## src/gtv_pkg.sv

```systemverilog
// Shared types and constants of the genotype field validator.
package gtv_pkg;

  localparam int SymbolW = 8;
  localparam int StatusW = 3;
  localparam int OffsetW = 16;
  localparam int MaxIdxW = 20;
  localparam int AccumW  = 24;
  localparam int PhaseW  = 3;
  localparam int SepW    = 2;

  localparam logic [SymbolW-1:0] SymNul   = 8'h00;
  localparam logic [SymbolW-1:0] SymDot   = 8'h2E;
  localparam logic [SymbolW-1:0] SymSlash = 8'h2F;
  localparam logic [SymbolW-1:0] SymPipe  = 8'h7C;
  localparam logic [SymbolW-1:0] SymZero  = 8'h30;
  localparam logic [SymbolW-1:0] SymNine  = 8'h39;

  localparam logic [AccumW-1:0]  IndexLimit   = 24'd1000000;
  localparam logic [MaxIdxW-1:0] MaxIdxReset  = 20'd1000000;

  // Parser phases.
  localparam logic [PhaseW-1:0] PhFirst      = 3'd0;
  localparam logic [PhaseW-1:0] PhNext       = 3'd1;
  localparam logic [PhaseW-1:0] PhIndex      = 3'd2;
  localparam logic [PhaseW-1:0] PhDoneAllele = 3'd3;
  localparam logic [PhaseW-1:0] PhSkip       = 3'd4;

  // Separator kinds.
  localparam logic [SepW-1:0] SepNone  = 2'd0;
  localparam logic [SepW-1:0] SepSlash = 2'd1;
  localparam logic [SepW-1:0] SepPipe  = 2'd2;

  // Result status codes.
  localparam logic [StatusW-1:0] StOk        = 3'd0;
  localparam logic [StatusW-1:0] StEmpty     = 3'd1;
  localparam logic [StatusW-1:0] StOverflow  = 3'd2;
  localparam logic [StatusW-1:0] StAboveMax  = 3'd3;
  localparam logic [StatusW-1:0] StExpected  = 3'd4;
  localparam logic [StatusW-1:0] StAfter     = 3'd5;
  localparam logic [StatusW-1:0] StMixed     = 3'd6;
  localparam logic [StatusW-1:0] StTrailing  = 3'd7;

  typedef struct packed {
    logic [StatusW-1:0] status;
    logic [OffsetW-1:0] error_offset;
  } gtv_result_t;

endpackage

```

## src/gtv_parse_core.sv

```systemverilog
// Per-byte parser state and its next-state logic.
module gtv_parse_core #(
  parameter int MAX_LEN = 65535
) (
  input  logic                          clk_i,
  input  logic                          rst_ni,
  input  logic                          accept_i,
  input  logic [gtv_pkg::SymbolW-1:0]   symbol_i,
  input  logic [gtv_pkg::MaxIdxW-1:0]   max_allele_index_i,
  output logic                          result_valid_o,
  output gtv_pkg::gtv_result_t          result_o
);
  import gtv_pkg::*;

  localparam int PosW    = $clog2(MAX_LEN + 1);
  localparam int CmpW    = (PosW > OffsetW) ? PosW : OffsetW;
  localparam logic [PosW-1:0] MaxLenV = PosW'(MAX_LEN);
  localparam logic [CmpW-1:0] OffMaxV = CmpW'({OffsetW{1'b1}});

  logic [PhaseW-1:0]  phase_q, phase_d;
  logic [AccumW-1:0]  accum_q, accum_d;
  logic [SepW-1:0]    sep_q, sep_d;
  logic [PosW-1:0]    pos_q, pos_d;
  logic [StatusW-1:0] err_code_q, err_code_d;
  logic [PosW-1:0]    err_off_q, err_off_d;

  logic               is_digit;
  logic [3:0]         digit;
  logic [AccumW+3:0]  accum_next;
  logic               above_max;
  logic [SepW-1:0]    sym_sep;
  logic [StatusW-1:0] fin_code;
  logic [PosW-1:0]    fin_off;
  logic [CmpW-1:0]    fin_off_ext;

  assign is_digit   = (symbol_i >= SymZero) && (symbol_i <= SymNine);
  assign digit      = 4'(symbol_i - SymZero);
  assign accum_next = {1'b0, accum_q, 3'b000} + {3'b000, accum_q, 1'b0}
                    + {(AccumW)'(0), digit};
  assign above_max  = accum_q > AccumW'(max_allele_index_i);
  assign sym_sep    = (symbol_i == SymSlash) ? SepSlash :
                      (symbol_i == SymPipe)  ? SepPipe  : SepNone;

  // Final status when the terminating byte arrives.
  always_comb begin
    fin_code = err_code_q;
    fin_off  = err_off_q;
    unique case (phase_q)
      PhFirst: begin
        fin_code = StEmpty;
        fin_off  = '0;
      end
      PhNext: begin
        fin_code = StTrailing;
        fin_off  = pos_q;
      end
      PhIndex: begin
        if (above_max) begin
          fin_code = StAboveMax;
          fin_off  = '0;
        end
      end
      default: ;
    endcase
  end

  assign fin_off_ext = CmpW'(fin_off);
  assign result_valid_o = accept_i && (symbol_i == SymNul);
  always_comb begin
    result_o.status = fin_code;
    if (fin_code == StOk) begin
      result_o.error_offset = '0;
    end else if (fin_off_ext > OffMaxV) begin
      result_o.error_offset = '1;
    end else begin
      result_o.error_offset = OffsetW'(fin_off_ext);
    end
  end

  always_comb begin
    phase_d    = phase_q;
    accum_d    = accum_q;
    sep_d      = sep_q;
    pos_d      = pos_q;
    err_code_d = err_code_q;
    err_off_d  = err_off_q;
    if (accept_i) begin
      if (symbol_i == SymNul) begin
        phase_d    = PhFirst;
        accum_d    = '0;
        sep_d      = SepNone;
        pos_d      = '0;
        err_code_d = StOk;
        err_off_d  = '0;
      end else begin
        if (pos_q < MaxLenV) begin
          pos_d = pos_q + 1'b1;
        end
        // Errors are only raised outside the skip phase, so the first one sticks.
        unique case (phase_q) inside
          PhFirst, PhNext: begin
            if (symbol_i == SymDot) begin
              phase_d = PhDoneAllele;
            end else if (is_digit) begin
              accum_d = AccumW'(digit);
              phase_d = PhIndex;
            end else begin
              err_code_d = StExpected;
              err_off_d  = pos_q;
              phase_d    = PhSkip;
            end
          end
          PhIndex, PhDoneAllele: begin
            if ((phase_q == PhIndex) && is_digit) begin
              accum_d = AccumW'(accum_next);
              if (accum_next > (AccumW+4)'(IndexLimit)) begin
                err_code_d = StOverflow;
                err_off_d  = pos_q;
                phase_d    = PhSkip;
              end
            end else if ((phase_q == PhIndex) && above_max) begin
              err_code_d = StAboveMax;
              err_off_d  = '0;
              phase_d    = PhSkip;
            end else if (sym_sep == SepNone) begin
              err_code_d = StAfter;
              err_off_d  = pos_q;
              phase_d    = PhSkip;
            end else if ((sep_q != SepNone) && (sep_q != sym_sep)) begin
              err_code_d = StMixed;
              err_off_d  = pos_q;
              phase_d    = PhSkip;
            end else begin
              sep_d   = sym_sep;
              phase_d = PhNext;
            end
          end
          default: ;
        endcase
      end
    end
  end

  always_ff @(posedge clk_i or negedge rst_ni) begin
    if (!rst_ni) begin
      phase_q    <= PhFirst;
      accum_q    <= '0;
      sep_q      <= SepNone;
      pos_q      <= '0;
      err_code_q <= StOk;
      err_off_q  <= '0;
    end else begin
      phase_q    <= phase_d;
      accum_q    <= accum_d;
      sep_q      <= sep_d;
      pos_q      <= pos_d;
      err_code_q <= err_code_d;
      err_off_q  <= err_off_d;
    end
  end

endmodule

```

## src/genotype_field_validator.sv

```systemverilog
// Genotype field validator: takes one text byte per item, reports one result per string.
// A result appears on the output in the cycle after its terminating zero byte is taken.
// Throughput: one byte per cycle while the input is not stalled; the parser state update is a single registered step.
// The input stalls only while a finished result waits in the output register and is not taken.
// Reset clears the parser, empties the output register and sets the maximum index to 1000000.
module genotype_field_validator #(
  parameter int MAX_LEN = 65535
) (
  input  logic                        clk_i,
  input  logic                        rst_ni,
  input  logic                        cfg_we_i,
  input  logic [gtv_pkg::MaxIdxW-1:0] cfg_wdata_i,   // max_allele_index
  input  logic                        s_axis_tvalid,
  output logic                        s_axis_tready,
  input  logic [7:0]                  s_axis_tdata,  // [7:0] symbol
  output logic                        m_axis_tvalid,
  input  logic                        m_axis_tready,
  output logic [23:0]                 m_axis_tdata   // [2:0] status, [18:3] error_offset
);
  import gtv_pkg::*;

  logic [MaxIdxW-1:0] max_idx_q;
  logic               m_valid_q, m_valid_d;
  gtv_result_t        res_q, res_d;
  gtv_result_t        core_res;
  logic               core_valid;
  logic               in_accept;

  assign s_axis_tready = !m_valid_q || m_axis_tready;
  assign in_accept     = s_axis_tvalid && s_axis_tready;

  gtv_parse_core #(
    .MAX_LEN(MAX_LEN)
  ) u_core (
    .clk_i              (clk_i),
    .rst_ni             (rst_ni),
    .accept_i           (in_accept),
    .symbol_i           (s_axis_tdata),
    .max_allele_index_i (max_idx_q),
    .result_valid_o     (core_valid),
    .result_o           (core_res)
  );

  always_comb begin
    m_valid_d = m_valid_q;
    res_d     = res_q;
    if (core_valid) begin
      m_valid_d = 1'b1;
      res_d     = core_res;
    end else if (m_axis_tready) begin
      m_valid_d = 1'b0;
    end
  end

  always_ff @(posedge clk_i or negedge rst_ni) begin
    if (!rst_ni) begin
      m_valid_q <= 1'b0;
      max_idx_q <= MaxIdxReset;
    end else begin
      m_valid_q <= m_valid_d;
      if (cfg_we_i) begin
        max_idx_q <= cfg_wdata_i;
      end
    end
  end

  always_ff @(posedge clk_i) begin
    res_q <= res_d;
  end

  assign m_axis_tvalid = m_valid_q;
  assign m_axis_tdata  = {5'b00000, res_q.error_offset, res_q.status};

endmodule

```

## config.mk

```make
export PLATFORM = sky130hd
export DESIGN_NAME = genotype_field_validator
export DESIGN_NICKNAME = d
export VERILOG_FILES = /design/src/gtv_pkg.sv /design/src/gtv_parse_core.sv /design/src/genotype_field_validator.sv
export SDC_FILE = /design/constraint.sdc
export NUM_CORES = 1
export LEC_CHECK = 0
export ABC_AREA = 1
export CORE_UTILIZATION = 55
export CTS_BUF_LIST = sky130_fd_sc_hd__clkbuf_8
export DETAILED_ROUTE_END_ITERATION = 12
export DONT_BUFFER_PORTS = 1
export PLACE_DENSITY_LB_ADDON = 0.2
export REMOVE_ABC_BUFFERS = 1
export SLEW_MARGIN = 20
export SYNTH_ARGS = -nofsm -noshare
export SYNTH_HDL_FRONTEND = slang
export SYNTH_SLANG_ARGS = --single-unit
```

## constraint.sdc

```tcl
create_clock -name clk_i -period 2.95 [get_ports clk_i]
set_input_delay 0.295 -clock clk_i [delete_from_list [all_inputs] [get_ports clk_i]]
set_output_delay 0.295 -clock clk_i [all_outputs]
set_load 0.01 [all_outputs]
```

==> results of run 1 <==
==> repair_timing <==
item,CTS,global route
gates resized for setup,19,100
cloned,2,3
hold endpoints to repair,103,0
hold buffers,7,0
buffers inserted,4,12
setup endpoints to repair,22,38
pin swaps,14,44
==> power by group <==
group | switching (uW) | internal (uW) | total [uW]
clock network | 629 | 344 | 973
logic | 1540 | 1050 | 2600
registers | 222 | 1770 | 1990
total | 2390 | 3170 | 5560
==> cell type report <==
class | count | area [um2] | share of cell area, %
Multi-Input combinational cell | 768 | 4810 | 52.4
Sequential cell | 104 | 2720 | 29.6
Timing Repair Buffer | 76 | 632 | 6.89
Inverter | 153 | 582 | 6.34
Tap cell | 176 | 220 | 2.40
Clock buffer | 9 | 124 | 1.35
Clock inverter | 7 | 83.8 | 0.914
Timing Repair inverter | 1 | 5.00 | 0.0546
==> sequential cells by signal (all words and copies together), names as in the netlist, 2 cells and up <==
register           cells
u_core.accum_q        24
max_idx_q             20
m_axis_tdata          19
u_core.err_off_q      16
u_core.pos_q          16
u_core.err_code_q      3
u_core.phase_q         3
u_core.sep_q           2
==> logic make-up (layout without fill, tap and decap cells) <==
group / Yosys count / in the layout / synth area share [%]
AND/OR/NAND/NOR: 522 / 526 / 30.8
buffers and inverters: 178 / 246 / 9.44
AO/OA/AOI/OAI: 154 / 154 / 11.4
flip-flops: 104 / 104 / 35.2
adder cells (fa/ha/maj): 70 / 70 / 11.6
XOR/XNOR: 12 / 12 / 1.37
other: 1 / 5 / 0.0488
multiplexers: 1 / 1 / 0.146
==> per-layer routing <==
metal  global-route usage, %  vias up  share of wire (%)
li1                        -     3546                  -
met3                    4.01       31                7.2
met5                       0        -                  0
met4                    8.49        0                1.7
met2                    41.2      282                 43
met1                    43.1     3432                 48
==> worst paths after layout <==
check / from / endpoint
min in group asynchronous: rst_ni / u_core.accum_q[7]
min: cfg_we_i / max_idx_q[12]
max in group asynchronous: rst_ni / max_idx_q[17]
max reg2reg: u_core.accum_q[0] / u_core.err_off_q[3]
min reg2reg: u_core.err_off_q[14] / u_core.err_off_q[14]
max: u_core.accum_q[0] / u_core.err_off_q[3]
==> metrics by stage <==
stage / cell area (um2) / cells / util [%] / TNS, ns / total power, uW
after detailed placement: 8180 / 1250 / 60.8 / -1.11 / 3990
after floorplan: 7550 / 1021 / - / 0 / 3300
after CTS: 8610 / 1279 / 64.0 / 0 / 5050
final: 9170 / 1294 / 68.2 / -0.306 / 5560
after global routing: 9170 / 1294 / 68.2 / -2.39 / 5900
after global placement: 8180 / 1250 / 60.8 / -0.269 / 3930
==> placed cells by master, fill, tap and decap left out, drive strengths merged, types with 4 or more instances in the layout <==
cell type      n
a22o          12
buf           70
dlygate4sd3    6
dfstp          7
dfrtp         78
nand2        292
clkbuf         9
inv          154
nand3         81
conb           5
a21oi         76
nor3          13
o31ai          4
nor2         107
xnor2          4
o21ai         50
xor2           8
nand4         24
clkinv         7
edfxtp        19
ha            68
==> flow_summary.json, run 1 <==
{
  "fin_skew_ns": 0.0247,
  "hp-class": "primary input to register",
  "slowest_stage": "fa_2",
  "dp_hpwl_mm": 14.7,
  "ys_ff_latch": 104,
  "clk_path_buf_depth": 2,
  "place.gp.congestion": 0.955,
  "grt_max_degree": 86,
  "synth_ff_type": "dfrtp_1",
  "critPathLaunchType": "register",
  "drtIter0Drc": 668,
  "p_leak_uw": 0.00472,
  "cpMostUsedCell": "nand2_1",
  "final_antenna_net_count": 0,
  "synth_common_cells": "266 x nand2_1, 127 x inv_1, 91 x nor2_1",
  "drc_errors": 0,
  "cts.root.buffer_cell": "clkbuf_8",
  "antenna_cells": 0,
  "seq_area_frac_synth_pct": 35.2,
  "viasPerCell": 5.63,
  "hold_depth": 2,
  "slew_headroom_pct": 52.5,
  "pin_count": 59,
  "worst_ep_required_time_ns": 3.25,
  "cts_tree": "built",
  "dieArea_um2": 14500,
  "rows": 42,
  "setup_viol": 14,
  "io_buffers": 0,
  "grt_pass1_vias": 6522,
  "nets": 1216,
  "crit_cells": 17,
  "synth_cell_types": 51,
  "syn_to_final_growth_pct": 19.2,
  "synth_async_sr_flop_share_pct": 81.7,
  "drv_slew": 0,
  "place_ws_ns": -0.0842,
  "initial_core_util_pct": 57.2,
  "drv_cap": 0,
  "syn_area_um2": 7690,
  "violations": "setup timing",
  "antenna_found_initial": 0,
  "cts.clk_slew.worst_paths_ns": 0.12,
  "grt_util_all_layers_pct": 28.2,
  "clk_latency_ns": 0.42,
  "crit_chain": "inv_2 > fa_2 > fa_2 > nand3_2 > nor2_2 > nand3_1 > nand2_1 > nand3_2 > nand2_1 > nand3_1 > nand2_1 > nand2_1 > nand2_2 > nand3_4 > buf_6 > nand3_2 > nand2_1",
  "synthTopCellsByArea": "dfrtp_1 25%, nand2_1 13%, ha_1 11%",
  "die_h_um": 120,
  "post_drt_wl_per_cell_um": 16.0,
  "crit_path_end_kind": "register",
  "postRouteWirelength_mm": 20.7,
  "synth_cells": 1042,
  "hold_viol": 0,
  "arrival_ns": 3.31,
  "yosysWarnings": 0,
  "hold_ws_ns": 0.0120,
  "rrSetupSlack_ns": -0.06,
  "overflow": 0,
  "grt_pass1_wl_mm": 31.9,
  "yosysTopAreaCell": "dfrtp_1",
  "vias": 7291,
  "power_density_nw_per_um2": 607,
  "status": "finished with violations",
  "first_pass_iters": 5,
  "vdd_drop_max_v": 0.000657,
  "slowest_delay_ns": 0.56,
  "post-route-min-period_ns": 3.01,
  "h-tree-depth": 3,
  "finalWorstSetupSlack_ns": -0.0610,
  "worstSetupPathType": "register to register",
  "tightest_slew_ns": 0.711,
  "cts.sink_count": 104,
  "cp_max_fo": 8,
  "die_w_um": 120,
  "synth-edff-count": 19,
  "max_clock_freq_mhz": 332,
  "period_share_pct": 102,
  "path_buf_inv": 2,
  "rsz0062_at_grt": "true",
  "numCtsBuffers": 9,
  "reg2reg_depth": 17,
  "cp_top_family": "simple AND/OR/NAND/NOR gates",
  "avgSynthCellArea_um2": 7.38,
  "coreArea_um2": 13500,
  "fillers": 1133,
  "yosysMostFrequentCell": "nand2_1",
  "synth.top_cell.area_share_pct": 25.4,
  "drive_gt1_share_pct": 24.7
}
No activity file was read; power rests on OpenSTA's default activity.
==> inputs of run 2 (changes only) <==
--- a/config.mk
+++ b/config.mk
@@ -6,6 +6,7 @@
 export NUM_CORES = 1
 export LEC_CHECK = 0
 export ABC_AREA = 1
+export CORE_MARGIN = 8
 export CORE_UTILIZATION = 55
 export CTS_BUF_LIST = sky130_fd_sc_hd__clkbuf_8
 export DETAILED_ROUTE_END_ITERATION = 12
==> flow_summary.json, run 2 (synthesis gave the netlist of run 1 again) <==
{
  "status": "finished with violations",
  "violations": "setup timing",
  "slew_headroom_pct": 50.0,
  "seq_area_um2": 2710,
  "grt_max_degree": 86,
  "drt-met1-wl_mm": 10.1,
  "hp-class": "primary input to register",
  "antenna_found_initial": 0,
  "dr_wl_met2_mm": 8.80,
  "overflow": 0,
  "die_h_um": 134,
  "final_area_um2": 9030,
  "cp_top_family": "simple AND/OR/NAND/NOR gates",
  "pin_count": 59,
  "routed.top_layer": "met4",
  "cpMostUsedCell": "nand2_1",
  "final_antenna_net_count": 0,
  "initial_core_util_pct": 55.8,
  "h-tree-depth": 3,
  "max_clock_freq_mhz": 334,
  "slowest_stage": "fa_2",
  "die_w_um": 134,
  "layout_commonest_cell": "nand2_1",
  "crit_chain": "inv_2 > fa_2 > fa_2 > nand3_1 > nor2_2 > nand3_1 > nand2_1 > nand3_1 > nand2_1 > nand3_2 > nand2_1 > nand2_1 > nand2_2 > nand3_4 > clkbuf_16 > nand3_1 > nand2_1",
  "io_buffers": 0,
  "rows": 43,
  "place_area_um2": 8220,
  "arrival_ns": 3.30,
  "largest_register_ff_count": 24,
  "postRouteWirelength_mm": 20.5,
  "final_cell_mix": "255 x nand2_1, 124 x inv_1, 83 x nor2_1",
  "worst_ep_required_time_ns": 3.25,
  "worstSetupPathType": "register to register",
  "nets": 1214,
  "post_drt_wl_per_cell_um": 15.9,
  "vias": 7086,
  "dr_wl_met3_mm": 1.22,
  "grt_util_all_layers_pct": 22.4,
  "antenna_cells": 0,
  "post-route-min-period_ns": 2.99,
  "fin_skew_ns": 0.0127,
  "p_leak_uw": 0.00469,
  "drive_gt1_share_pct": 21.6,
  "clk_path_buf_depth": 2,
  "cts_tree": "built",
  "hold_viol": 0,
  "critPathLaunchType": "register",
  "numCtsBuffers": 9,
  "first_pass_iters": 5,
  "finalWorstSetupSlack_ns": -0.0434,
  "multi_input_area_um2": 4630,
  "cp_max_fo": 7,
  "rsz0062_at_grt": "true",
  "grt_pass1_vias": 6551,
  "fin_setup_tns_ns": -0.389,
  "drc_errors": 0,
  "viasPerCell": 5.47,
  "coreArea_um2": 13800,
  "path_buf_inv": 2,
  "crit_path_end_kind": "register",
  "vdd_drop_max_v": 0.000677,
  "cts.clk_slew.worst_paths_ns": 0.12,
  "place.gp.congestion": 0.916,
  "drtIter0Drc": 679,
  "setup_viol": 19,
  "drv_slew": 0,
  "drv_cap": 0,
  "regMostFlops": "u_core.accum_q",
  "fillers": 1186,
  "dp_hpwl_mm": 15.0,
  "power_density_nw_per_um2": 610,
  "clk_latency_ns": 0.40,
  "dieArea_um2": 18000,
  "grt_pass1_wl_mm": 32.7,
  "period_share_pct": 101,
  "cts.root.buffer_cell": "clkbuf_8",
  "slowest_delay_ns": 0.56,
  "syn_to_final_growth_pct": 17.4,
  "cts.sink_count": 104,
  "tightest_slew_ns": 0.748
}
-- run 2: changes by cell type in the layout (fill, tap and decap cells not counted), moves of 4 or more --
cell	delta
nand3_1	+11
nand3_2	-11
nand2_1	+9
nand2_2	-6
nand2_4	-5
dfrtp_1	+4
dfrtp_2	-4
-- run 2: repair_timing --
item	CTS	global route
setup endpoints to repair	22	38
hold buffers	8	0
pin swaps	4	20
setup buffers	1	11
gates cloned	0	3
hold endpoints to repair	104	0
resized for setup	4	75
-- run 2: layout make-up --
cell class | instances | area share (%)
clock inverters | 7 | 0.845
inverters | 153 | 6.51
multi-input cells | 765 | 51.2
well taps | 180 | 2.49
clock buffers | 9 | 1.37
repair buffers | 78 | 7.54
flip-flops and latches | 104 | 30.0
-- run 2: through the flow --
step           instances  total power [uW]  hold slack [ns]  setup slack (ns)  util (%)
3_5_place_dp        1257              4010          0.00427           -0.0859      59.6
5_1_grt             1296              5860          0.00407            -0.216      65.6
4_1_cts             1282              5010         0.000244            0.0102      61.9
3_3_place_gp        1257              3950          0.00414            0.0267      59.6
6_report            1296              5510           0.0141           -0.0434      65.6
2_1_floorplan       1021              3300        -0.000591            0.0271         -
-- run 2: final timing paths --
check,start,to,slack [ns],depth (start not counted)
max,u_core.accum_q[0],u_core.err_off_q[13],-0.04,17
max in group asynchronous,rst_ni,u_core.accum_q[3],2.09,2
max reg2reg,u_core.accum_q[0],u_core.err_off_q[13],-0.04,17
min in group asynchronous,rst_ni,u_core.accum_q[8],0.40,2
min,cfg_we_i,max_idx_q[13],0.01,2
min reg2reg,u_core.err_off_q[12],u_core.err_off_q[12],0.49,2
-- run 2: power by group --
group / switching [uW] / internal [uW]
Clock: 593 / 343
Sequential: 212 / 1770
Combinational: 1500 / 1090
-- run 2: routing by layer --
layer,vias to the layer above,GRT usage [%]
li1,3537,-
met1,3289,32.8
met2,230,32.3
met3,30,4.26
met4,0,7.17
met5,-,0
==> inputs of run 3 (changes only) <==
--- a/config.mk
+++ b/config.mk
@@ -16,4 +16,5 @@
 export SLEW_MARGIN = 20
 export SYNTH_ARGS = -nofsm -noshare
 export SYNTH_HDL_FRONTEND = slang
+export SYNTH_HIERARCHICAL = 1
 export SYNTH_SLANG_ARGS = --single-unit
==> flow_summary.json, run 3 <==
{
  "cts.root.buffer_cell": "clkbuf_8",
  "routed.top_layer": "met4",
  "cp_top_family": "simple AND/OR/NAND/NOR gates",
  "synth_ff_type": "dfrtp_1",
  "viasPerCell": 5.37,
  "pin_count": 59,
  "period_share_pct": 103,
  "cpMostUsedCell": "nand2_1",
  "drv_cap": 0,
  "fin_setup_tns_ns": -1.26,
  "slowest_stage": "fa_1",
  "fillers": 1259,
  "slew_headroom_pct": 56.2,
  "rsz0062_at_grt": "true",
  "synth.top_cell.area_share_pct": 24.7,
  "max_clock_freq_mhz": 330,
  "fin_skew_ns": 0.0156,
  "final_cell_mix": "312 x nand2_1, 210 x inv_1, 80 x buf_4, 80 x nor2_1, 77 x dfrtp_1",
  "status": "finished with violations",
  "antenna_cells": 0,
  "synth-edff-count": 19,
  "arrival_ns": 3.32,
  "layout_commonest_cell": "nand2_1",
  "grt_max_degree": 86,
  "h-tree-depth": 3,
  "cts_tree": "built",
  "vdd_drop_max_v": 0.000670,
  "yosysWarnings": 6,
  "largest_register_ff_count": 24,
  "drive_gt1_share_pct": 16.4,
  "worstSetupPathType": "register to register",
  "path_buf_inv": 3,
  "yosysTopAreaCell": "dfrtp_1",
  "dr_wl_met3_um": 903,
  "crit_path_end_kind": "register",
  "final_antenna_net_count": 0,
  "dieArea_um2": 18400,
  "crit_chain": "inv_1 > fa_1 > inv_1 > ha_4 > nand2_1 > nand2_2 > nand3_2 > nand2_2 > nand2_1 > nand2_2 > nand2_1 > nand2_2 > nand2_1 > nor2_1 > nand2_1 > nand2_1 > nand2_1 > nand2_4 > nand3_4 > clkbuf_16 > nand2_2 > nand2_1",
  "cp_max_fo": 6,
  "slowest_delay_ns": 0.55,
  "synth_cell_types": 51,
  "grt_pass1_vias": 6995,
  "antenna_found_initial": 0,
  "cts.clk_slew.worst_paths_ns": 0.10,
  "initial_core_util_pct": 56.6,
  "hold_viol": 0,
  "synth_common_cells": "331 x nand2_1, 213 x inv_1, 85 x nor2_1",
  "grt_pass1_wl_mm": 34.2,
  "p_leak_uw": 0.00509,
  "post-route-min-period_ns": 3.03,
  "overflow": 0,
  "synth_async_sr_flop_share_pct": 81.7,
  "io_buffers": 0,
  "ys_ff_latch": 104,
  "place.gp.congestion": 0.913,
  "violations": "setup timing",
  "syn_area_um2": 7890,
  "drv_slew": 0,
  "power_density_nw_per_um2": 582,
  "setup_viol": 22,
  "nets": 1299,
  "synthTopCellsByArea": "dfrtp_1 25%, nand2_1 16%, ha_1 11%",
  "avgSynthCellArea_um2": 7.05,
  "first_pass_iters": 5,
  "post_drt_wl_per_cell_um": 15.2,
  "drtIter0Drc": 638,
  "yosysMostFrequentCell": "nand2_1",
  "hp-class": "primary input to register",
  "synth_cells": 1120,
  "tightest_slew_ns": 0.655,
  "seq_area_frac_synth_pct": 34.3,
  "total_power_uw": 5280,
  "die_h_um": 136,
  "coreArea_um2": 13900,
  "clk_latency_ns": 0.39,
  "final_area_um2": 9080,
  "dp.cells": 1351,
  "rows": 43,
  "numCtsBuffers": 9,
  "dr_wl_met2_mm": 10.2,
  "finalWorstSetupSlack_ns": -0.0835,
  "postRouteWirelength_mm": 21.0,
  "drc_errors": 0,
  "dp_hpwl_mm": 16.2,
  "syn_to_final_growth_pct": 15.0,
  "clk_path_buf_depth": 2,
  "place_area_um2": 8520,
  "grt_util_all_layers_pct": 23.0,
  "vias": 7420,
  "die_w_um": 136,
  "drt-met1-wl_mm": 9.40,
  "worst_ep_required_time_ns": 3.24,
  "rrSetupSlack_ns": -0.08,
  "regMostFlops": "u_core/accum_q",
  "fin_cells": 1381,
  "cts.sink_count": 104,
  "critPathLaunchType": "register"
}
==> run 3: layout make-up <==
class / count / area [um2] / area share, %
Clock buffer: 9 / 124 / 1.36
Clock inverter: 7 / 96.3 / 1.06
Inverter: 218 / 818 / 9.02
Multi-Input combinational cell: 775 / 4360 / 48.1
Sequential cell: 104 / 2710 / 29.8
Tap cell: 180 / 225 / 2.48
Timing Repair Buffer: 88 / 742 / 8.17
==> run 3: worst paths after layout <==
kind                       cells after the start                   end         startpoint
max                                           22  u_core/err_off_q[11]  u_core/accum_q[2]
min                                            2          max_idx_q[9]     cfg_wdata_i[9]
max reg2reg                                   22  u_core/err_off_q[11]  u_core/accum_q[2]
min reg2reg                                    2         max_idx_q[14]      max_idx_q[14]
max in group asynchronous                      2     u_core/accum_q[7]             rst_ni
min in group asynchronous                      2    u_core/accum_q[22]             rst_ni
==> run 3: logic make-up after synthesis <==
family / Yosys count / share of synthesized area, %
adders and majority gates: 70 / 11.3
AOI/OAI and AO/OA: 132 / 9.75
and+or+nand+nor: 566 / 31.8
xor gates and xnor gates: 2 / 0.222
buffers and inverters: 245 / 12.6
other: 1 / 0.0475
DFF: 104 / 34.3
==> run 3: per-layer routing <==
| layer | global-route usage (%) | vias to the layer above |
|---|---|---|
| met1 | 30.7 | 3472 |
| met4 | 9.13 | 0 |
| met5 | 0 | - |
| met3 | 2.67 | 34 |
| met2 | 37.2 | 210 |
| li1 | - | 3704 |
==> run 3: metrics by stage <==
| step | hold WS [ns] | worst slack [ns] | utilization (%) |
|---|---|---|---|
| after floorplan | -0.000591 | -0.0478 | - |
| after global placement | 0.00126 | -0.0505 | 61.2 |
| after detailed placement | 0.00113 | -0.181 | 61.2 |
| after CTS | 0.00179 | -0.0662 | 63.6 |
| after global routing | 0.00113 | -0.309 | 65.1 |
| final | 0.00777 | -0.0835 | 65.1 |
==> run 3: repair_timing <==
action                                  in CTS  in global routing
hold endpoints to repair                    96                  1
gates cloned                                 1                  1
endpoints found under the setup margin      22                 38
hold buffers                                 3                  1
pin swaps                                    3                  7
resized for setup                           12                 35
buffers inserted                             2                  6
==> run 3: power breakdown <==
group	internal, uW	leakage [uW]	total, uW	switching [uW]
clock network	483	0.000113	1010	530
logic	923	0.00376	2270	1350
registers	1770	0.00122	2000	225
total	3180	0.00509	5280	2100
